--- src/sv/limited_double_integrator_assert.svh ---
// Assertion macros shared by the limited double integrator RTL.
// Simulation builds get concurrent assertions; synthesis builds get empty bodies.
`ifndef LIMITED_DOUBLE_INTEGRATOR_ASSERT_SVH
`define LIMITED_DOUBLE_INTEGRATOR_ASSERT_SVH

`ifndef SYNTHESIS
`define LMDI_ASSERT_IMP(lbl, clk, rstn, ante, cons, msg) \
  lbl: assert property (@(posedge clk) disable iff (!rstn) (ante) |-> (cons)) else $error(msg);
`else
`define LMDI_ASSERT_IMP(lbl, clk, rstn, ante, cons, msg)
`endif

`ifndef SYNTHESIS
`define LMDI_ASSERT_NEXT(lbl, clk, rstn, ante, cons, msg) \
  lbl: assert property (@(posedge clk) disable iff (!rstn) (ante) |=> (cons)) else $error(msg);
`else
`define LMDI_ASSERT_NEXT(lbl, clk, rstn, ante, cons, msg)
`endif

`endif

--- src/sv/lmdi_pkg.sv ---
// Package for the limited double integrator: widths, types, codes and
// saturation helpers. No dependencies.
`timescale 1ns / 1ps

package lmdi_pkg;

  localparam int DATA_W = 32;
  localparam int PER_W  = 16;
  localparam int INV_W  = 32;
  localparam int ADDR_W = 5;
  localparam int DIFF_W = DATA_W + 1;
  localparam int OPB_W  = PER_W + 1;
  localparam int PROD_W = DIFF_W + OPB_W;
  localparam int LO_W   = PROD_W - PER_W;
  localparam int SUM_W  = PROD_W + 1;

  typedef logic signed [DATA_W-1:0] data_t;
  typedef logic signed [DIFF_W-1:0] diff_t;
  typedef logic signed [OPB_W-1:0]  opb_t;
  typedef logic signed [PROD_W-1:0] prod_t;
  typedef logic signed [LO_W-1:0]   lo_t;
  typedef logic signed [SUM_W-1:0]  sum_t;

  localparam data_t DATA_MAX = {1'b0, {(DATA_W-1){1'b1}}};
  localparam data_t DATA_MIN = {1'b1, {(DATA_W-1){1'b0}}};

  localparam logic [PER_W-1:0] RST_TICK_PERIOD = PER_W'(66);
  localparam logic [INV_W-1:0] RST_INV_PERIOD  = INV_W'(65536000);

  typedef enum logic [2:0] {
    RI_POS_MIN,
    RI_POS_MAX,
    RI_VEL_MIN,
    RI_VEL_MAX,
    RI_ACC_MIN,
    RI_ACC_MAX,
    RI_TICK_PERIOD,
    RI_INV_PERIOD
  } reg_idx_t;

  typedef enum logic [3:0] {
    S_IDLE,
    S_MUL_A,
    S_VEL,
    S_MUL_V,
    S_POS,
    S_DIFF,
    S_MUL_LO,
    S_MUL_HI,
    S_FIN
  } state_t;

  typedef enum logic [1:0] {
    MS_ACC_PER,
    MS_VEL_PER,
    MS_DIFF_LO,
    MS_DIFF_HI
  } mul_sel_t;

  typedef struct packed {
    data_t               pos_min;
    data_t               pos_max;
    data_t               vel_min;
    data_t               vel_max;
    data_t               acc_min;
    data_t               acc_max;
    logic [PER_W-1:0]    tick_period;
    logic [INV_W-1:0]    inv_period;
  } cfg_t;

  typedef struct packed {
    logic     accept;
    logic     mul_en;
    mul_sel_t mul_sel;
    logic     vel_ld;
    logic     pos_ld;
    logic     diff_ld;
    logic     lo_ld;
    logic     commit;
  } ctrl_t;

  function automatic sum_t sext_data(data_t x);
    return {{(SUM_W-DATA_W){x[DATA_W-1]}}, x};
  endfunction

  function automatic sum_t sext_lo(lo_t x);
    return {{(SUM_W-LO_W){x[LO_W-1]}}, x};
  endfunction

  // Saturate to the signed data range: the value fits when all bits from
  // the data sign bit upward agree.
  function automatic data_t sat_data(sum_t x);
    logic [SUM_W-DATA_W:0] top;
    top = x[SUM_W-1:DATA_W-1];
    if ((&top) || !(|top)) begin
      return x[DATA_W-1:0];
    end else if (x[SUM_W-1]) begin
      return DATA_MIN;
    end else begin
      return DATA_MAX;
    end
  endfunction

  // Lower bound first, then upper bound, so the upper bound wins when crossed.
  function automatic data_t clamp_lim(data_t x, data_t lo, data_t hi);
    data_t t;
    t = (x < lo) ? lo : x;
    return (t > hi) ? hi : t;
  endfunction

endpackage

--- src/sv/lmdi_cfg.sv ---
// Configuration register file for the limited double integrator, APB-style.
// Depends on lmdi_pkg.
`timescale 1ns / 1ps

module lmdi_cfg (
  input  logic                        clk,
  input  logic                        rst_n,
  input  logic                        cfg_psel,
  input  logic                        cfg_penable,
  input  logic                        cfg_pwrite,
  input  logic [lmdi_pkg::ADDR_W-1:0] cfg_paddr,
  input  logic [31:0]                 cfg_pwdata,
  output logic [31:0]                 cfg_prdata,
  output logic                        cfg_pready,
  output lmdi_pkg::cfg_t              cfg
);

  lmdi_pkg::cfg_t     cfg_r;
  lmdi_pkg::reg_idx_t idx;
  logic               wr_en;

  assign cfg_pready = 1'b1;
  assign idx        = lmdi_pkg::reg_idx_t'(cfg_paddr[4:2]);
  assign wr_en      = cfg_psel && cfg_penable && cfg_pwrite && cfg_pready;
  assign cfg        = cfg_r;

  always_ff @(posedge clk) begin
    if (!rst_n) begin
      cfg_r.pos_min     <= lmdi_pkg::DATA_MIN;
      cfg_r.pos_max     <= lmdi_pkg::DATA_MAX;
      cfg_r.vel_min     <= lmdi_pkg::DATA_MIN;
      cfg_r.vel_max     <= lmdi_pkg::DATA_MAX;
      cfg_r.acc_min     <= lmdi_pkg::DATA_MIN;
      cfg_r.acc_max     <= lmdi_pkg::DATA_MAX;
      cfg_r.tick_period <= lmdi_pkg::RST_TICK_PERIOD;
      cfg_r.inv_period  <= lmdi_pkg::RST_INV_PERIOD;
    end else if (wr_en) begin
      unique case (idx)
        lmdi_pkg::RI_POS_MIN:     cfg_r.pos_min     <= cfg_pwdata;
        lmdi_pkg::RI_POS_MAX:     cfg_r.pos_max     <= cfg_pwdata;
        lmdi_pkg::RI_VEL_MIN:     cfg_r.vel_min     <= cfg_pwdata;
        lmdi_pkg::RI_VEL_MAX:     cfg_r.vel_max     <= cfg_pwdata;
        lmdi_pkg::RI_ACC_MIN:     cfg_r.acc_min     <= cfg_pwdata;
        lmdi_pkg::RI_ACC_MAX:     cfg_r.acc_max     <= cfg_pwdata;
        lmdi_pkg::RI_TICK_PERIOD: cfg_r.tick_period <= cfg_pwdata[lmdi_pkg::PER_W-1:0];
        lmdi_pkg::RI_INV_PERIOD:  cfg_r.inv_period  <= cfg_pwdata;
        default:                  cfg_r.inv_period  <= cfg_r.inv_period;
      endcase
    end
  end

  always_comb begin
    unique case (idx)
      lmdi_pkg::RI_POS_MIN:     cfg_prdata = cfg_r.pos_min;
      lmdi_pkg::RI_POS_MAX:     cfg_prdata = cfg_r.pos_max;
      lmdi_pkg::RI_VEL_MIN:     cfg_prdata = cfg_r.vel_min;
      lmdi_pkg::RI_VEL_MAX:     cfg_prdata = cfg_r.vel_max;
      lmdi_pkg::RI_ACC_MIN:     cfg_prdata = cfg_r.acc_min;
      lmdi_pkg::RI_ACC_MAX:     cfg_prdata = cfg_r.acc_max;
      lmdi_pkg::RI_TICK_PERIOD: cfg_prdata = {{(32-lmdi_pkg::PER_W){1'b0}}, cfg_r.tick_period};
      lmdi_pkg::RI_INV_PERIOD:  cfg_prdata = cfg_r.inv_period;
      default:                  cfg_prdata = '0;
    endcase
  end

endmodule

--- src/sv/lmdi_mul.sv ---
// Shared signed 33 x 17 multiplier with a registered product.
// Depends on lmdi_pkg.
`timescale 1ns / 1ps

module lmdi_mul (
  input  logic                clk,
  input  logic                en,
  input  lmdi_pkg::diff_t     op_a,
  input  lmdi_pkg::opb_t      op_b,
  output lmdi_pkg::prod_t     prod_r
);

  lmdi_pkg::prod_t prod_nxt;

  assign prod_nxt = op_a * op_b;

  always_ff @(posedge clk) begin
    if (en) begin
      prod_r <= prod_nxt;
    end
  end

endmodule

--- src/sv/lmdi_ctrl.sv ---
// Sequencer for the limited double integrator: steps one item through the
// shared multiplier and the saturating adders. Depends on lmdi_pkg.
`timescale 1ns / 1ps

module lmdi_ctrl (
  input  logic            clk,
  input  logic            rst_n,
  input  logic            in_tvalid,
  input  logic            in_clear,
  input  logic            out_busy,
  output logic            in_tready,
  output lmdi_pkg::ctrl_t ctrl
);

  lmdi_pkg::state_t state_r;
  lmdi_pkg::state_t state_nxt;

  always_ff @(posedge clk) begin
    if (!rst_n) begin
      state_r <= lmdi_pkg::S_IDLE;
    end else begin
      state_r <= state_nxt;
    end
  end

  always_comb begin
    state_nxt = state_r;
    unique case (state_r)
      lmdi_pkg::S_IDLE: begin
        if (in_tvalid) begin
          state_nxt = in_clear ? lmdi_pkg::S_FIN : lmdi_pkg::S_MUL_A;
        end
      end
      lmdi_pkg::S_MUL_A:  state_nxt = lmdi_pkg::S_VEL;
      lmdi_pkg::S_VEL:    state_nxt = lmdi_pkg::S_MUL_V;
      lmdi_pkg::S_MUL_V:  state_nxt = lmdi_pkg::S_POS;
      lmdi_pkg::S_POS:    state_nxt = lmdi_pkg::S_DIFF;
      lmdi_pkg::S_DIFF:   state_nxt = lmdi_pkg::S_MUL_LO;
      lmdi_pkg::S_MUL_LO: state_nxt = lmdi_pkg::S_MUL_HI;
      lmdi_pkg::S_MUL_HI: state_nxt = lmdi_pkg::S_FIN;
      lmdi_pkg::S_FIN: begin
        if (!out_busy) begin
          state_nxt = lmdi_pkg::S_IDLE;
        end
      end
      default: state_nxt = lmdi_pkg::S_IDLE;
    endcase
  end

  always_comb begin
    in_tready    = 1'b0;
    ctrl         = '0;
    ctrl.mul_sel = lmdi_pkg::MS_ACC_PER;
    unique case (state_r)
      lmdi_pkg::S_IDLE: begin
        in_tready   = 1'b1;
        ctrl.accept = in_tvalid;
      end
      lmdi_pkg::S_MUL_A: begin
        ctrl.mul_en  = 1'b1;
        ctrl.mul_sel = lmdi_pkg::MS_ACC_PER;
      end
      lmdi_pkg::S_VEL:   ctrl.vel_ld = 1'b1;
      lmdi_pkg::S_MUL_V: begin
        ctrl.mul_en  = 1'b1;
        ctrl.mul_sel = lmdi_pkg::MS_VEL_PER;
      end
      lmdi_pkg::S_POS:   ctrl.pos_ld = 1'b1;
      lmdi_pkg::S_DIFF:  ctrl.diff_ld = 1'b1;
      lmdi_pkg::S_MUL_LO: begin
        ctrl.mul_en  = 1'b1;
        ctrl.mul_sel = lmdi_pkg::MS_DIFF_LO;
      end
      lmdi_pkg::S_MUL_HI: begin
        ctrl.lo_ld   = 1'b1;
        ctrl.mul_en  = 1'b1;
        ctrl.mul_sel = lmdi_pkg::MS_DIFF_HI;
      end
      lmdi_pkg::S_FIN:   ctrl.commit = !out_busy;
      default: begin
        in_tready = 1'b0;
      end
    endcase
  end

endmodule

--- src/sv/limited_double_integrator.sv ---
// Limited double integrator, top level: stream ports, datapath registers
// and output register. Depends on lmdi_pkg, lmdi_cfg, lmdi_mul, lmdi_ctrl.
//
// Usage:
//   Each request on the in_ channel is one control tick. in_tuser[0] is the
//   command (0 integrate, 1 clear) and in_tdata the requested acceleration.
//   Each request yields exactly one result on the out_ channel: position,
//   velocity and applied acceleration, all signed Q16.16.
//   An integrate request runs through S_MUL_A, S_VEL, S_MUL_V, S_POS, S_DIFF,
//   S_MUL_LO, S_MUL_HI and S_FIN from acceptance to out_tvalid; the steps are
//   three uses of one 33 x 17 multiplier (acceleration times period, velocity
//   times period, position change times the reciprocal period in two halves)
//   with a saturating add after each. A clear goes straight to S_FIN. While a
//   request is in progress in_tready stays low; no new request overlaps it.
//   A finished result sits in an output register, and the next request is
//   accepted while it waits. If the receiver stalls, the following result
//   holds in its last step until the register frees up.
//   Reset is synchronous and active low; it zeroes position and velocity and
//   loads the documented register defaults. Write configuration only while
//   no request is in progress.
`timescale 1ns / 1ps
`include "limited_double_integrator_assert.svh"

module limited_double_integrator (
  input  logic                        clk,
  input  logic                        rst_n,
  // APB-style configuration port
  input  logic                        cfg_psel,
  input  logic                        cfg_penable,
  input  logic                        cfg_pwrite,
  input  logic [lmdi_pkg::ADDR_W-1:0] cfg_paddr,
  input  logic [31:0]                 cfg_pwdata,
  output logic [31:0]                 cfg_prdata,
  output logic                        cfg_pready,
  // Input stream
  input  logic                        in_tvalid,
  output logic                        in_tready,
  input  logic [31:0]                 in_tdata,   // [31:0] accel_request
  input  logic [0:0]                  in_tuser,   // [0] command
  // Result stream
  output logic                        out_tvalid,
  input  logic                        out_tready,
  output logic [95:0]                 out_tdata   // [31:0] position_out,
                                                  // [63:32] velocity_out,
                                                  // [95:64] accel_applied
);

  lmdi_pkg::cfg_t   cfg;
  lmdi_pkg::ctrl_t  ctrl;
  lmdi_pkg::diff_t  op_a;
  lmdi_pkg::opb_t   op_b;
  lmdi_pkg::prod_t  prod_r;

  logic             clr_r;
  lmdi_pkg::data_t  acc_r;
  lmdi_pkg::data_t  vel_work_r;
  lmdi_pkg::data_t  pos_new_r;
  lmdi_pkg::diff_t  diff_r;
  lmdi_pkg::lo_t    lo_r;
  lmdi_pkg::data_t  pos_reg_r;
  lmdi_pkg::data_t  vel_reg_r;
  lmdi_pkg::data_t  new_vel;

  logic             out_valid_r;
  lmdi_pkg::data_t  out_pos_r;
  lmdi_pkg::data_t  out_vel_r;
  lmdi_pkg::data_t  out_acc_r;
  logic             out_busy;

  lmdi_cfg u_cfg (
    .clk         (clk),
    .rst_n       (rst_n),
    .cfg_psel    (cfg_psel),
    .cfg_penable (cfg_penable),
    .cfg_pwrite  (cfg_pwrite),
    .cfg_paddr   (cfg_paddr),
    .cfg_pwdata  (cfg_pwdata),
    .cfg_prdata  (cfg_prdata),
    .cfg_pready  (cfg_pready),
    .cfg         (cfg)
  );

  lmdi_ctrl u_ctrl (
    .clk       (clk),
    .rst_n     (rst_n),
    .in_tvalid (in_tvalid),
    .in_clear  (in_tuser[0]),
    .out_busy  (out_busy),
    .in_tready (in_tready),
    .ctrl      (ctrl)
  );

  lmdi_mul u_mul (
    .clk    (clk),
    .en     (ctrl.mul_en),
    .op_a   (op_a),
    .op_b   (op_b),
    .prod_r (prod_r)
  );

  assign out_busy = out_valid_r && !out_tready;

  // The reciprocal period is split into two 16-bit halves; the high-half
  // product lines up with the floored low-half product after the shift.
  always_comb begin
    case (ctrl.mul_sel)
      lmdi_pkg::MS_ACC_PER: begin
        op_a = {acc_r[lmdi_pkg::DATA_W-1], acc_r};
        op_b = {1'b0, cfg.tick_period};
      end
      lmdi_pkg::MS_VEL_PER: begin
        op_a = {vel_work_r[lmdi_pkg::DATA_W-1], vel_work_r};
        op_b = {1'b0, cfg.tick_period};
      end
      lmdi_pkg::MS_DIFF_LO: begin
        op_a = diff_r;
        op_b = {1'b0, cfg.inv_period[lmdi_pkg::PER_W-1:0]};
      end
      default: begin
        op_a = diff_r;
        op_b = {1'b0, cfg.inv_period[lmdi_pkg::INV_W-1:lmdi_pkg::PER_W]};
      end
    endcase
  end

  assign new_vel = lmdi_pkg::sat_data({prod_r[lmdi_pkg::PROD_W-1], prod_r}
                                      + lmdi_pkg::sext_lo(lo_r));

  always_ff @(posedge clk) begin
    if (ctrl.accept) begin
      clr_r <= in_tuser[0];
      acc_r <= in_tuser[0] ? '0 : lmdi_pkg::clamp_lim(in_tdata, cfg.acc_min, cfg.acc_max);
    end
    if (ctrl.vel_ld) begin
      vel_work_r <= lmdi_pkg::clamp_lim(
        lmdi_pkg::sat_data(lmdi_pkg::sext_data(vel_reg_r)
          + lmdi_pkg::sext_lo(prod_r[lmdi_pkg::PROD_W-1:lmdi_pkg::PER_W])),
        cfg.vel_min, cfg.vel_max);
    end
    if (ctrl.pos_ld) begin
      pos_new_r <= lmdi_pkg::clamp_lim(
        lmdi_pkg::sat_data(lmdi_pkg::sext_data(pos_reg_r)
          + lmdi_pkg::sext_lo(prod_r[lmdi_pkg::PROD_W-1:lmdi_pkg::PER_W])),
        cfg.pos_min, cfg.pos_max);
    end
    if (ctrl.diff_ld) begin
      diff_r <= {pos_new_r[lmdi_pkg::DATA_W-1], pos_new_r}
              - {pos_reg_r[lmdi_pkg::DATA_W-1], pos_reg_r};
    end
    if (ctrl.lo_ld) begin
      lo_r <= prod_r[lmdi_pkg::PROD_W-1:lmdi_pkg::PER_W];
    end
    if (ctrl.commit) begin
      out_pos_r <= clr_r ? '0 : pos_new_r;
      out_vel_r <= clr_r ? '0 : new_vel;
      out_acc_r <= acc_r;
    end
  end

  always_ff @(posedge clk) begin
    if (!rst_n) begin
      pos_reg_r   <= '0;
      vel_reg_r   <= '0;
      out_valid_r <= 1'b0;
    end else begin
      if (ctrl.commit) begin
        pos_reg_r   <= clr_r ? '0 : pos_new_r;
        vel_reg_r   <= clr_r ? '0 : new_vel;
        out_valid_r <= 1'b1;
      end else if (out_tready) begin
        out_valid_r <= 1'b0;
      end
    end
  end

  assign out_tvalid = out_valid_r;
  assign out_tdata  = {out_acc_r, out_vel_r, out_pos_r};

  `LMDI_ASSERT_IMP(a_commit_no_overwrite, clk, rst_n, ctrl.commit, !out_busy, "result overwritten while stalled")
  `LMDI_ASSERT_NEXT(a_clear_gives_zero, clk, rst_n, ctrl.commit && clr_r, out_tvalid && (out_tdata == '0), "clear result not zero")
  `LMDI_ASSERT_NEXT(a_pos_in_limits, clk, rst_n, ctrl.commit && !clr_r && (cfg.pos_min <= cfg.pos_max), (out_pos_r >= cfg.pos_min) && (out_pos_r <= cfg.pos_max), "position outside limits")
  `LMDI_ASSERT_IMP(a_acc_in_limits, clk, rst_n, ctrl.commit && !clr_r && (cfg.acc_min <= cfg.acc_max), (acc_r >= cfg.acc_min) && (acc_r <= cfg.acc_max), "acceleration outside limits")

endmodule
--- config.mk ---
export PLATFORM = sky130hd
export DESIGN_NAME = limited_double_integrator
export DESIGN_NICKNAME = d
export VERILOG_FILES = /design/src/sv/lmdi_pkg.sv /design/src/sv/lmdi_cfg.sv /design/src/sv/lmdi_mul.sv /design/src/sv/lmdi_ctrl.sv /design/src/sv/limited_double_integrator.sv
export VERILOG_INCLUDE_DIRS = /design/src /design/src/sv
export SDC_FILE = /design/constraint.sdc
export NUM_CORES = 2
export LEC_CHECK = 0
export BUFFER_PORTS_ARGS = -buffer_cell sky130_fd_sc_hd__buf_2
export CORE_MARGIN = 2
export CORE_UTILIZATION = 60
export DETAILED_ROUTE_END_ITERATION = 6
export PLACE_DENSITY = 0.77
export SETUP_SLACK_MARGIN = 0.15
export SYNTH_ARGS = -nofsm -noshare
export SYNTH_HDL_FRONTEND = slang
export SYNTH_HIERARCHICAL = 1
export SYNTH_SLANG_ARGS = --single-unit
--- constraint.sdc ---
create_clock -name clk -period 23.2 [get_ports clk]
set_input_delay 3.48 -clock clk [delete_from_list [all_inputs] [get_ports clk]]
set_output_delay 3.48 -clock clk [all_outputs]
set_load 0.02 [all_outputs]
==> flow_metrics.py <==
metrics = {
    "worst_hold_path": {
        "hold_end": "u_cfg/cfg[44]",
        "hp-class": "reg2reg",
        "min_from": "u_cfg/cfg[44]",
        "hold_depth": 2,
    },
    "timing": {
        "finalSetupViolations": 0,
        "rsz0062_at_grt": "false",
        "max_freq_ghz": 0.0800,
        "layout_worst_path_cycle_share_pct": 53.9,
        "relSlewSlack_pct": -2.52,
        "tns_ns": 0,
        "min_period_ns": 12.50,
        "maxSlewViolCount": 1,
        "fin_skew_ns": 0.0270,
        "whs_ns": 0.472,
        "hold_violations": 0,
        "worstMarginPinSlew_ns": 1.50,
    },
    "floorplan": {
        "num_rows": 115,
        "initial_core_util_pct": 60.6,
        "fp.dieW_um": 320,
        "core_um2": 98600,
        "io_pins": 208,
        "dieArea_um2": 102000,
        "die_h_um": 320,
    },
    "drt": {
        "top_layer": "met5",
        "ant_nets": 0,
        "drt-initial-drc-count": 5027,
        "wl_met3_um": 19200,
        "drc": 3,
        "wl_met2_um": 86300,
        "wl_per_cell_um": 24.5,
        "avgViaCountPerCell": 6.22,
        "wl_um": 195000,
        "first_pass_iters": 7,
        "num_vias": 49500,
        "wl_met1_um": 76000,
    },
    "yosys": {
        "synthFlopType": "edfxtp_1",
        "syn_avg_cell_area_um2": 9.11,
        "yosys-mux-area-fraction_pct": 5.50,
        "ys_seq_area_share_pct": 25.9,
        "postSynthCellCount": 6556,
        "synthXorXnorAreaFrac_pct": 2.58,
        "synth-simple-area-share_pct": 15.9,
        "synth_top_family_by_area": "adder cells",
        "ys_warn_count": 6,
        "async_reset_ff_share_pct": 0,
        "synth_compound_area_share_pct": 14.8,
        "synth_edf_count": 310,
        "synth_area_um2": 59800,
        "synthAdderAreaFrac_pct": 27.6,
        "ys_types": 109,
        "synth_seq_cells": 619,
    },
    "layout": {
        "mostFrequentLayoutCells": "nand2_1, inv_1, fa_1",
        "areaGrowthSynthToFinish_pct": 7.99,
        "final_area_um2": 64500,
        "final_common_cell": "nand2_1",
        "regArea_um2": 15500,
        "multi_input_area_um2": 40000,
        "fin_nets": 7663,
        "fillCellCount": 8042,
        "drive_above_1_share_pct": 9.84,
        "post_layout_nonfiller_instances": 7952,
    },
    "grt": {
        "grt_first_pass_wirelength_um": 295000,
        "grt_overflow_total": 0,
        "grt_max_degree": 124,
        "antenna_found_initial": 14,
        "grt_usage_pct": 38.2,
        "grt_pass1_vias": 49400,
    },
    "power": {
        "power.density_nw_per_um2": 84.4,
        "ir_worst_vdd_mv": 0.100,
        "switching_share_pct": 42.2,
        "p_int_mw": 3.14,
        "p_leak_nw": 29.1,
        "clock_power_share_pct": 23.4,
        "seqPwrFrac_pct": 26.3,
        "power.switching_mw": 2.30,
        "combPwrFrac_pct": 50.3,
    },
    "worst_setup_path": {
        "r2r-start": "u_mul/prod_r[32]",
        "worst_ep_required_time_ns": 23.60,
        "worstPathArrival_ns": 12.90,
        "crit_path_max_fanout": 32,
        "r2r_end": "vel_work_r[30]",
        "critPathLaunch": "u_mul/prod_r[32]",
        "ff2ff_path_depth": 32,
        "r2r_slack_ns": 10.70,
        "crit_slowest_cell": "a21o_1",
        "path_class": "reg2reg",
        "critPathMaxStageDelay_ns": 0.97,
        "cp-end-kind": "flop",
        "startpoint_type": "flop",
    },
    "run_status": {
        "failed_checks": "design-rule violations, max-capacitance violations, max-slew violations",
        "status": "finished with violations",
    },
    "cts": {
        "clock_latency_ns": 0.68,
        "cts_buffers": 77,
        "ctsRootBufferMaster": "clkbuf_16",
        "cts_setup_buffers": 0,
        "htreeDepth": 3,
        "cts_resized": 0,
        "ctsHoldBuffers": 0,
        "ctsLongestPathBuffers": 3,
        "tritoncts": "done",
        "cts.sinks": 619,
        "clk_pin_slew_ns": 0.06,
    },
    "placement": {
        "place_inst": 7798,
        "dpl_cell_area_um2": 61800,
        "gp_congestion": 1.01,
        "place_hpwl_um": 150000,
        "port_buffers": 204,
    },
    "job": {
        "cap_viol_max_count": 1,
    },
}
-- layer usage --
layer | global-route usage [%] | vias to the layer above
met4 | 22.6 | 4
met5 | 0 | -
met1 | 49.5 | 24100
met3 | 7.67 | 605
li1 | - | 22100
met2 | 59.4 | 2683
-- cell type report --
type                       instances  share of cell area [%]
antenna                           10                  0.0388
clock buffer                     106                    3.44
clock inverter                    38                   0.721
inverter                         813                    4.73
multi-input combinational       4788                    62.0
sequential                       619                    24.0
tap                             1287                    2.50
timing repair buffer             291                    2.61
-- flip-flops by register name, indices dropped and copies added (netlist names) --
signal and cells:
clr_r 1, u_mul/prod_r 50, out_vel_r 32, vel_reg_r 32
vel_work_r 32, lo_r 34, diff_r 33, acc_r 32
out_tvalid 1, u_ctrl/state_r 4, out_pos_r 32, out_acc_r 32
u_cfg/cfg 240, pos_reg_r 32, pos_new_r 32
-- how the worst max path moves through the flow --
stage	endpoint	slack, ns	cells past startpoint
after detailed placement	vel_work_r[30]	11.05	32
final	vel_work_r[30]	10.70	32
after floorplan	vel_work_r[22]	14.43	37
after global placement	vel_work_r[30]	11.25	32
after CTS	vel_work_r[30]	11.04	32
after global routing	vel_work_r[30]	10.43	36
-- through the flow --
| step | worst slack (ns) | util (%) | power, mW |
|---|---|---|---|
| final | 10.70 | 65.5 | 5.44 |
| after detailed placement | 11.05 | 62.7 | 4.11 |
| after global routing | 10.43 | 65.5 | 5.73 |
| after floorplan | 14.43 | - | 3.31 |
| after global placement | 11.25 | 62.7 | 4.07 |
| after CTS | 11.04 | 65.4 | 5.41 |
-- power groups by stage --
stage	combinational (mW)	sequential (mW)	clock, mW
3_5_place_dp	2.67	1.45	0
2_1_floorplan	1.92	1.38	0
4_1_cts	2.70	1.43	1.29
6_report	2.74	1.43	1.27
3_3_place_gp	2.63	1.45	0
5_1_grt	2.97	1.43	1.33
-- synth_stat cells (30+ instances only) --
cell       instances  area share (%)
nand2_1          978             6.1
inv_1            812             5.1
fa_1             540              18
ha_1             456             9.5
edfxtp_1         310              16
dfxtp_1          309              10
a21oi_1          290             2.4
and2_1           274             2.9
nor2_1           261             1.6
clkbuf_1         228             1.4
a21o_1           182             2.3
o21ai_0          181             1.5
nand3_1          148             1.2
mux2i_1          143             2.4
xnor2_1          127             1.9
mux2_2           102             1.9
nor2b_1          101             1.1
a21boi_1          89             1.1
a21boi_0          85             1.1
buf_2             84            0.70
nand4_1           63            0.66
mux2_1            57             1.1
a211oi_1          51            0.64
o21a_1            49            0.62
xor2_1            49            0.72
nand2b_1          46            0.48
a221oi_1          39            0.57
nor3_1            39            0.33
a31oi_1           38            0.40
a2bb2oi_2         30            0.75
-- worst max-delay path: cells and delay by family (launching register included) --
kind,cells,cell delay (ns)
buffers and inverters,2,0.90
AOI/OAI and AO/OA,14,5.12
muxes,2,0.84
adders and majority gates,3,1.43
and+or+nand+nor,11,3.28
DFF,1,0.61
-- cells by family after synthesis --
kind of cell / Yosys count
AND/OR/NAND/NOR: 2027
AO/OA/AOI/OAI: 1275
buffers and inverters: 1156
adder cells (fa/ha/maj): 996
flip-flops: 619
multiplexers: 305
XOR/XNOR: 176
other: 2
(Power assumes the default switching activity.)
